==> src/sv/mm_pkg.sv <==
// Shared constants, types and helper functions for the matrix multiply core.
// Used by the sequencer, the multiply-accumulate pipeline and the top level.
// Depends on nothing.
package mm_pkg;

  localparam int MAX_DIM   = 8;
  localparam int ELEM_BITS = 16;
  localparam int IN_W      = 16;
  localparam int IDX_W     = 3;
  localparam int DIM_W     = IDX_W + 1;
  localparam int PROD_W    = 35;
  localparam int MUL_W     = 2 * ELEM_BITS;
  localparam int DEPTH     = MAX_DIM * MAX_DIM;
  localparam int ADDR_W    = $clog2(DEPTH);
  localparam int CFG_IDX_W = 2;

  localparam logic [CFG_IDX_W-1:0] REG_ROWS_A    = 2'd0;
  localparam logic [CFG_IDX_W-1:0] REG_INNER_DIM = 2'd1;
  localparam logic [CFG_IDX_W-1:0] REG_COLS_B    = 2'd2;

  typedef struct packed {
    logic             valid;
    logic             zero;
    logic             first;
    logic             lastk;
    logic             last;
    logic [IDX_W-1:0] row;
    logic [IDX_W-1:0] col;
  } tag_t;

  function automatic logic [DIM_W-1:0] clamp_dim(input logic [DIM_W-1:0] v);
    logic [DIM_W-1:0] lim;
    lim = DIM_W'(MAX_DIM);
    return (v > lim) ? lim : v;
  endfunction

  function automatic logic [ADDR_W-1:0] elem_addr(input logic [IDX_W-1:0] row,
                                                  input logic [IDX_W-1:0] col);
    return ADDR_W'(int'(row) * MAX_DIM + int'(col));
  endfunction

endpackage

==> src/sv/mm_ram.sv <==
// Generic simple dual-port RAM with one write port and one registered read port.
// Used for both matrix stores. No dependencies.
module mm_ram #(
  parameter int WIDTH = 16,
  parameter int DEPTH = 64
) (
  input  logic                     clk,
  input  logic                     we,
  input  logic [$clog2(DEPTH)-1:0] waddr,
  input  logic [WIDTH-1:0]         wdata,
  input  logic [$clog2(DEPTH)-1:0] raddr,
  output logic [WIDTH-1:0]         rdata
);

  logic [WIDTH-1:0] mem [DEPTH];

  always_ff @(posedge clk) begin
    if (we) begin
      mem[waddr] <= wdata;
    end
    rdata <= mem[raddr];
  end

endmodule

==> src/sv/mm_seq.sv <==
// Address sequencer that walks row, column and inner index of the product.
// Issues one store read pair per cycle with its pipeline tag. Uses mm_pkg.
module mm_seq
  import mm_pkg::*;
(
  input  logic              clk,
  input  logic              rst,
  input  logic              launch,
  input  logic [DIM_W-1:0]  nr,
  input  logic [DIM_W-1:0]  nk,
  input  logic [DIM_W-1:0]  nc,
  output logic              active,
  output tag_t              tag,
  output logic [ADDR_W-1:0] a_addr,
  output logic [ADDR_W-1:0] b_addr
);

  typedef enum logic {S_IDLE, S_RUN} state_t;

  state_t           state;
  logic [IDX_W-1:0] i;
  logic [IDX_W-1:0] j;
  logic [IDX_W-1:0] k;
  logic             last_i;
  logic             last_j;
  logic             last_k;
  logic             zero_k;

  assign zero_k = (nk == '0);
  assign last_k = zero_k || (({1'b0, k} + DIM_W'(1)) == nk);
  assign last_j = (({1'b0, j} + DIM_W'(1)) == nc);
  assign last_i = (({1'b0, i} + DIM_W'(1)) == nr);

  assign active     = (state == S_RUN);
  assign tag.valid  = active;
  assign tag.zero   = zero_k;
  assign tag.first  = (k == '0);
  assign tag.lastk  = last_k;
  assign tag.last   = last_i && last_j;
  assign tag.row    = i;
  assign tag.col    = j;
  assign a_addr     = elem_addr(i, k);
  assign b_addr     = elem_addr(k, j);

  always_ff @(posedge clk) begin
    if (rst) begin
      state <= S_IDLE;
      i     <= '0;
      j     <= '0;
      k     <= '0;
    end else begin
      case (state)
        S_IDLE: begin
          i <= '0;
          j <= '0;
          k <= '0;
          if (launch && (nr != '0) && (nc != '0)) begin
            state <= S_RUN;
          end
        end
        S_RUN: begin
          if (!last_k) begin
            k <= k + IDX_W'(1);
          end else begin
            k <= '0;
            if (!last_j) begin
              j <= j + IDX_W'(1);
            end else begin
              j <= '0;
              if (!last_i) begin
                i <= i + IDX_W'(1);
              end else begin
                i     <= '0;
                state <= S_IDLE;
              end
            end
          end
        end
        default: begin
          state <= S_IDLE;
        end
      endcase
    end
  end

endmodule

==> src/sv/mm_mac.sv <==
// Multiply-accumulate pipeline fed by the two store read ports.
// Registers the product of each pair, sums over the inner index and emits results.
// Uses mm_pkg.
module mm_mac
  import mm_pkg::*;
(
  input  logic                        clk,
  input  logic                        rst,
  input  tag_t                        tag_in,
  input  logic signed [ELEM_BITS-1:0] a_data,
  input  logic signed [ELEM_BITS-1:0] b_data,
  output logic                        pending,
  output logic                        strobe,
  output logic [IDX_W-1:0]            out_row,
  output logic [IDX_W-1:0]            out_col,
  output logic signed [PROD_W-1:0]    product,
  output logic                        last
);

  tag_t                     tag1;
  tag_t                     tag2;
  logic signed [MUL_W-1:0]  mul;
  logic signed [PROD_W-1:0] acc;
  logic signed [PROD_W-1:0] acc_next;

  assign pending  = tag1.valid || tag2.valid;
  assign acc_next = (tag2.first ? PROD_W'(0) : acc) + PROD_W'(mul);

  always_ff @(posedge clk) begin
    if (rst) begin
      tag1.valid <= 1'b0;
      tag2.valid <= 1'b0;
      strobe     <= 1'b0;
    end else begin
      tag1.valid <= tag_in.valid;
      tag2.valid <= tag1.valid;
      strobe     <= tag2.valid && tag2.lastk;
    end
    tag1.zero  <= tag_in.zero;
    tag1.first <= tag_in.first;
    tag1.lastk <= tag_in.lastk;
    tag1.last  <= tag_in.last;
    tag1.row   <= tag_in.row;
    tag1.col   <= tag_in.col;
    tag2.zero  <= tag1.zero;
    tag2.first <= tag1.first;
    tag2.lastk <= tag1.lastk;
    tag2.last  <= tag1.last;
    tag2.row   <= tag1.row;
    tag2.col   <= tag1.col;
    mul        <= tag1.zero ? MUL_W'(0) : a_data * b_data;
    if (tag2.valid) begin
      acc <= acc_next;
    end
    if (tag2.valid && tag2.lastk) begin
      out_row <= tag2.row;
      out_col <= tag2.col;
      product <= acc_next;
      last    <= tag2.last;
    end
  end

endmodule

==> src/sv/matrix_multiply_core.sv <==
// Matrix multiply core: loads A and B one element per transaction, emits A*B on go.
// After a go transaction the sequencer walks the inner index for each result, n steps
// apiece, where n is inner_dim saturated to 8 and raised to at least 1, so the spacing
// of results is set by the single read port of each store.
// Reset sets all three dimension registers to 8; the stores are not cleared.
// Results cannot be stalled by the receiver; busy falls as the final result strobes.
module matrix_multiply_core
  import mm_pkg::*;
(
  input  logic                        clk,
  input  logic                        rst,
  input  logic                        start,
  output logic                        busy,
  input  logic                        which_matrix,
  input  logic [IDX_W-1:0]            row_index,
  input  logic [IDX_W-1:0]            col_index,
  input  logic signed [IN_W-1:0]      element,
  input  logic                        go,
  input  logic                        cfg_valid,
  output logic                        cfg_ready,
  input  logic [CFG_IDX_W-1:0]        cfg_index,
  input  logic [DIM_W-1:0]            cfg_data,
  output logic                        strobe,
  output logic [IDX_W-1:0]            out_row,
  output logic [IDX_W-1:0]            out_col,
  output logic signed [PROD_W-1:0]    product,
  output logic                        last
);

  logic [DIM_W-1:0]            rows_a;
  logic [DIM_W-1:0]            inner_dim;
  logic [DIM_W-1:0]            cols_b;
  logic [DIM_W-1:0]            nr;
  logic [DIM_W-1:0]            nk;
  logic [DIM_W-1:0]            nc;
  logic                        accept;
  logic                        in_range;
  logic [ADDR_W-1:0]           waddr;
  logic signed [ELEM_BITS-1:0] wdata;
  logic                        seq_active;
  logic                        mac_pending;
  tag_t                        tag;
  logic [ADDR_W-1:0]           a_addr;
  logic [ADDR_W-1:0]           b_addr;
  logic signed [ELEM_BITS-1:0] a_data;
  logic signed [ELEM_BITS-1:0] b_data;

  assign cfg_ready = 1'b1;
  assign busy      = seq_active || mac_pending;
  assign accept    = start && !busy;
  assign nr        = clamp_dim(rows_a);
  assign nk        = clamp_dim(inner_dim);
  assign nc        = clamp_dim(cols_b);
  assign in_range  = ({1'b0, row_index} < DIM_W'(MAX_DIM)) &&
                     ({1'b0, col_index} < DIM_W'(MAX_DIM));
  assign waddr     = elem_addr(row_index, col_index);
  assign wdata     = ELEM_BITS'(element);

  always_ff @(posedge clk) begin
    if (rst) begin
      rows_a    <= DIM_W'(8);
      inner_dim <= DIM_W'(8);
      cols_b    <= DIM_W'(8);
    end else if (cfg_valid && cfg_ready) begin
      case (cfg_index)
        REG_ROWS_A:    rows_a    <= cfg_data;
        REG_INNER_DIM: inner_dim <= cfg_data;
        REG_COLS_B:    cols_b    <= cfg_data;
        default: begin
        end
      endcase
    end
  end

  mm_ram #(.WIDTH(ELEM_BITS), .DEPTH(DEPTH)) u_a_store (
    .clk   (clk),
    .we    (accept && in_range && !which_matrix),
    .waddr (waddr),
    .wdata (wdata),
    .raddr (a_addr),
    .rdata (a_data)
  );

  mm_ram #(.WIDTH(ELEM_BITS), .DEPTH(DEPTH)) u_b_store (
    .clk   (clk),
    .we    (accept && in_range && which_matrix),
    .waddr (waddr),
    .wdata (wdata),
    .raddr (b_addr),
    .rdata (b_data)
  );

  mm_seq u_seq (
    .clk    (clk),
    .rst    (rst),
    .launch (accept && go),
    .nr     (nr),
    .nk     (nk),
    .nc     (nc),
    .active (seq_active),
    .tag    (tag),
    .a_addr (a_addr),
    .b_addr (b_addr)
  );

  mm_mac u_mac (
    .clk     (clk),
    .rst     (rst),
    .tag_in  (tag),
    .a_data  (a_data),
    .b_data  (b_data),
    .pending (mac_pending),
    .strobe  (strobe),
    .out_row (out_row),
    .out_col (out_col),
    .product (product),
    .last    (last)
  );

  a_strobe_needs_work: assert property (@(posedge clk) disable iff (rst)
    strobe |-> $past(busy))
    else $error("result strobe without work in flight");

  a_last_ends_burst: assert property (@(posedge clk) disable iff (rst)
    (strobe && last) |=> !strobe)
    else $error("result strobe directly after the final element");

  a_go_starts_burst: assert property (@(posedge clk) disable iff (rst)
    (accept && go && (nr != '0) && (nc != '0)) |=> busy)
    else $error("go transaction did not start a product");

endmodule
==> config.mk <==
export PLATFORM = sky130hd
export DESIGN_NAME = matrix_multiply_core
export DESIGN_NICKNAME = d
export VERILOG_FILES = /design/src/sv/mm_pkg.sv /design/src/sv/mm_ram.sv /design/src/sv/mm_seq.sv /design/src/sv/mm_mac.sv /design/src/sv/matrix_multiply_core.sv
export SDC_FILE = /design/constraint.sdc
export NUM_CORES = 2
export LEC_CHECK = 0
export BUFFER_PORTS_ARGS = -buffer_cell sky130_fd_sc_hd__buf_2
export CAP_MARGIN = 20
export CORE_AREA = 10 10 396 398
export CTS_BUF_LIST = sky130_fd_sc_hd__clkbuf_2 sky130_fd_sc_hd__clkbuf_4 sky130_fd_sc_hd__clkbuf_8
export DETAILED_ROUTE_END_ITERATION = 12
export DIE_AREA = 0 0 406 408
export GPL_TIMING_DRIVEN = 0
export PLACE_DENSITY = 0.81
export SYNTH_ARGS = -nofsm -noshare
export SYNTH_HDL_FRONTEND = slang
export SYNTH_SLANG_ARGS = --single-unit
==> constraint.sdc <==
create_clock -name clk -period 8.7 [get_ports clk]
set_input_delay 1.74 -clock clk [delete_from_list [all_inputs] [get_ports clk]]
set_output_delay 1.74 -clock clk [all_outputs]
set_load 0.005 [all_outputs]
After elaboration in Yosys (flattened, before gate mapping)
Memory sizes are Yosys's and may differ from the RTL's. A register that Yosys moved wholly into a read port is not among the register bits.
Cells that the tools add are included.
Word-level totals
  memories: 2
  word-level logic and storage cells: 95
  bits in latches: 0
  memory bits (writable): 2048
  bits in registers: 153
  output and inout port bits: 45
  input port bits: 34
  ROM bits: 0
Memory list
  u_a_store.mem: words 64, bits a word 16, rd ports 1, clocked after memory_dff 1, wr ports 1, RTL line mm_ram.sv:15  | logic [WIDTH-1:0] mem [DEPTH];
  u_b_store.mem: words 64, bits a word 16, rd ports 1, clocked after memory_dff 1, wr ports 1, RTL line mm_ram.sv:15
Cells by class
  $add $sub $neg: 10
  eq/ne operators: 7
  reductions and logical operators: 22
  bitwise logic cells: 1
  muxes and demuxes: 22
  $mul: 1
  $lt $le $gt $ge: 3
  div/mod/pow operators: 0
  shift operators: 0
Operators with widths (number)
  35-bit by 32-bit adder with 35-bit output: 1
  35-bit two-way mux: 1
  16-bit by 16-bit multiplier with 32-bit output: 1
  6-bit by 3-bit adder with 6-bit output: 3
  3-bit two-way mux: 6
  3-bit case mux with 2 select lines: 3
  3-bit by 1-bit adder with 4-bit output, second input constant: 3
  4-bit == test: 3
  4-bit > comparator, second input constant: 3
  4-bit two-way mux: 3
  3-bit by 1-bit adder with 3-bit output, second input constant: 3
  1-bit logical AND: 8
  1-bit two-way mux: 8
  2-bit AND reduction: 4
  4-bit nonzero test: 2
  4-bit zero test: 1
  2-bit inequality test, second input constant: 2
  3-bit zero test: 1
  1-bit logical OR: 3
  2-bit by 1-bit == test with 1-bit output, second input constant: 1
  2-bit == test, second input constant: 1
  1-bit zero test: 2
  2-bit zero test: 1
  1-bit case mux with 2 select lines: 1
  1-bit inverter: 1

Depth between registers and ports, before layout
  word-level depth: 9
  gate-level depth with buffers: 25
  depth with buffers taken out: 24

Cells and area by module
Synthesis repeated with hierarchy kept, for this count alone.
Second synthesis, totals
  cell total of the unflattened synthesis: 5352
  area total of the unflattened synthesis: 96862.9 um2
By module, submodules not included
  mm_ram: cells an instance 1829, times used 2, area each 40042.2 um2, seq. area each 31069.8 um2
  mm_mac: cells an instance 1540, times used 1, area each 15367.2 um2, seq. area each 3393.3 um2
  mm_seq: cells an instance 90, times used 1, area each 813.3 um2, seq. area each 200.2 um2
  matrix_multiply_core: cells an instance 64, times used 1, area each 598.1 um2, seq. area each 240.2 um2

Least setup slack after synthesis
No wires, ideal clock.
  path type: reg2reg
  from: register u_b_store.rdata[7] (read register of u_b_store.mem)
  to: register u_mac.mul[28]
  path buffers: 2
  data arrival time: 5.784 ns
  required time: 8.572 ns
  setup time: 0.128 ns
  path slack: 2.788 ns
  cell stages (with the launch flop): 25
  clock period less this slack: 5.912 ns
  path through: dfxtp_1 clkbuf_1 nand2_1 fa_1 inv_1 fa_1 inv_1 fa_1 inv_1 fa_1 fa_1 inv_1 fa_1 inv_1 ha_1 clkbuf_1 a21o_1 a21oi_1 o21ai_0 a221o_1 a41oi_2 a21oi_2 a311oi_2 xor2_1 nor2_1
On the way
  cells in the longest elaborated chain, start to end: 1
Ends and longest elaborated chain
  from (decl): RTL line mm_ram.sv:12  | output logic [WIDTH-1:0] rdata
  16-bit by 16-bit multiplier with 32-bit output: RTL line mm_mac.sv:51  | mul <= tag1.zero ? MUL_W'(0) : a_data * b_data;
  to (signal assigned): RTL line mm_mac.sv:51
  to (decl): RTL line mm_mac.sv:22  | logic signed [MUL_W-1:0] mul;
Every way passes these cells.
A chain may end at the register's enable or synchronous reset.

Worst setup path after layout
  from: register u_b_store.rdata[2] (read register of u_b_store.mem)
  to: register u_mac.mul[29]
The elaborated chain is that of the path after synthesis.

==> results.cfg <==
[route]
vias = 55600
postRouteAntennaNets = 0
drt_iter0_drc = 7578
wirelength_um = 251000
vias_per_cell = 6.64
wl_per_cell_um = 30.0
drc = 0
first_pass_iters = 8

[place]
dp_slack_ns = 1.57
port_buffers = 71
gp_congestion = 0.942
hpwl_um = 171000

[pwr]
powerDensity_nw_per_um2 = 295
pwr-share-seq_pct = 38.4
power_mw = 31.7
clkPwrFrac_pct = 27.8
p_comb_share_pct = 33.8
peakVddDrop_v = 0.000569
p_switching_mw = 10.2
switching_share_pct = 32.3
p_int_mw = 21.4
p_leak_nw = 35.5

[timing]
hold_violations = 0
worstMarginPinSlew_ns = 1.29
slew_violations = 0
max_freq_mhz = 138
setup_tns_ns = 0
slew_headroom_pct = 13.8
rsz0062_at_grt = no
post-route-period-util_pct = 83.3
worst_slack_ns = 1.46
finalCriticalPeriod_ns = 7.24
finalSetupViolCount = 0
finClkSkew_ns = 0.0784

[worst_hold_path]
hold_path.class = flop to flop

[layout]
fillers = 8704
drive_gt1_share_pct = 18.3
final_cell_mix = edfxtp_1 (2125), mux2i_1 (522), clkbuf_8 (383)
regArea_um2 = 66000
final_common_cell = edfxtp_1
nets = 6585
multiInputGateArea_um2 = 27900
area_growth_pct = 11.9

[synth]
synth.distinct_cells = 67
synth.top_cell.area_share_pct = 66.4
yosys.area.top_type = edfxtp_1
yosys.area_share.simple_pct = 3.84
ys_ff_latch = 2233
synth_edf_count = 2125
synth_ff_type = edfxtp_1
synth_warnings = 0
synthXorXnorAreaFrac_pct = 0.666
synthesis.area_um2 = 96000
synthAdderAreaFrac_pct = 7.05
ys_seq_area_share_pct = 68.7
synth_nets = 6047
synth_compound_area_share_pct = 5.39
ys_top_cells_by_area = edfxtp_1 (66%), mux4_2 (6.4%), fa_1 (5.5%)
syn_area_per_cell_um2 = 17.1
synth_top_family_by_area = multiplexers
syn_inst = 5630
async_flop_share_pct = 0
muxShareOfSynthArea_pct = 11.8

[floorplanning]
initial_core_util_pct = 64.5
rows = 142
die_y_um = 408
dieArea_um2 = 166000
fp.coreArea_um2 = 149000
fp.dieW_um = 406
io_pins = 79

[critical_path]
crit_arrival_ns = 8.14
cp-start-kind = flop
critical_path.endpoint_type = flop
critPathMaxFanout = 10
critPathRequiredTime_ns = 9.60
crit_type = flop to flop

[clock_network]
cts_buffers = 361
cts.repair.resized = 0
ctsHoldBuffers = 0
cts.sinks = 2233
clockBufferDepth = 4
clk_latency_ns = 1.07
clk_pin_slew_ns = 0.06
post_cts_buffers = 0
cts_tree = done
htree_levels = 5
root_buffer = clkbuf_8

[global_routing]
grt_max_degree = 109
groute.usage.overall_pct = 30.2
grt_pass1_vias = 55600
grt_antenna_before_repair = 22
grt_pass1_wl_um = 366000
grt_overflow = 0

[run_status]
outcome = finished clean

[job]
maxCapViolCount = 0
[layer usage]
| layer | share of wire [%] | track usage [%] |
|---|---|---|
| met1 | 36 | 41.2 |
| met2 | 45 | 44.9 |
| met3 | 14 | 9.82 |
| met4 | 4.4 | 12.7 |
| met5 | 0.035 | 0 |
[flip-flops by register name (all words and copies together), names as in the netlist]
signal and flops:
u_mac.product 35, u_mac.tag1 11, inner_dim 4, u_mac.acc 35
u_b_store.rdata 16, u_mac.mul 32, u_seq.active 1, u_seq.j 3
u_seq.i 3, rows_a 4, u_seq.k 3, cols_b 4
u_b_store.mem 1024, u_mac.out_row 3, u_mac.out_col 3, u_mac.strobe 1
u_a_store.rdata 16, u_mac.last 1, u_a_store.mem 1024, u_mac.tag2 10
[power by group through the flow]
| stage | sequential, mW | clock (mW) | combinational, mW |
|---|---|---|---|
| floorplan | 12.4 | 0 | 8.25 |
| CTS | 12.2 | 8.81 | 10.7 |
| detailed placement | 12.4 | 0 | 10.6 |
| finish | 12.2 | 8.80 | 10.7 |
| global placement | 12.4 | 0 | 10.2 |
| global route | 12.2 | 9.30 | 12.2 |
[worst paths after layout]
check | endpoint | slack (ns) | from | cells after the start
hold / removal | u_mac.tag2[1] | 0.33 | u_mac.tag1[1] | 0
setup reg to reg | u_mac.mul[29] | 1.46 | u_b_store.rdata[2] | 21
hold reg to reg | u_mac.tag2[1] | 0.33 | u_mac.tag1[1] | 0
setup / recovery | u_mac.mul[29] | 1.46 | u_b_store.rdata[2] | 21
[worst max-delay path, cell delays in order (launching register included)]
cell	delay [ns]
dfxtp_1	0.60
clkbuf_1	0.51
nand2_1	0.23
fa_1	0.51
inv_1	0.23
fa_1	0.49
fa_1	0.50
fa_1	0.51
fa_1	0.49
inv_1	0.05
fa_1	0.48
inv_1	0.04
ha_1	0.36
and3_1	0.23
nand4_1	0.21
or3b_2	0.51
o22ai_1	0.42
o211ai_1	0.25
nand3b_1	0.14
a21oi_1	0.10
xor2_1	0.16
nor2_1	0.07
[through the flow]
step	utilization, %	cells	hold WS [ns]	instance area (µm²)
floorplan	-	5630	0.310	96000
global placement	66.4	7645	0.311	98800
detailed placement	67.5	7745	0.312	101000
CTS	72.1	8354	0.324	107000
global route	72.2	8361	0.333	107000
finish	72.2	8372	0.325	107000
[kinds of logic (layout without fill, tap and decap cells)]
group,Yosys count,count (layout)
flops,2233,2233
simple gates,788,788
fa+ha+maj,383,383
xor+xnor,73,73
other cells,1,15
mux,796,796
compound gates,742,742
buf+inv,614,1398
[synthesized netlist by cell type, drive strengths merged (10+ instances only)]
cell,number
xor2,22
mux2i,522
clkbuf,194
o21ai,38
nor2b,53
fa,263
edfxtp,2125
nand3,16
o21bai,11
ha,120
a211oi,25
nand2b,18
buf,99
a31oi,10
nand3b,12
a21o,17
nor2,245
o22ai,129
xnor2,51
mux4,272
or3,15
inv,319
a21oi,213
nand2,238
and2,119
o221ai,257
dfxtp,108
nor3,42
[final cells by class]
class / count / area share, %
clock inverter: 118 / 0.724
timing repair buffer: 175 / 1.79
inverter: 321 / 1.12
clock buffer: 491 / 5.66
antenna: 14 / 0.0326
buffer: 293 / 1.12
multi-input combinational: 2783 / 25.9
sequential: 2233 / 61.4
tap: 1944 / 2.26
(Power assumes the default switching activity.)
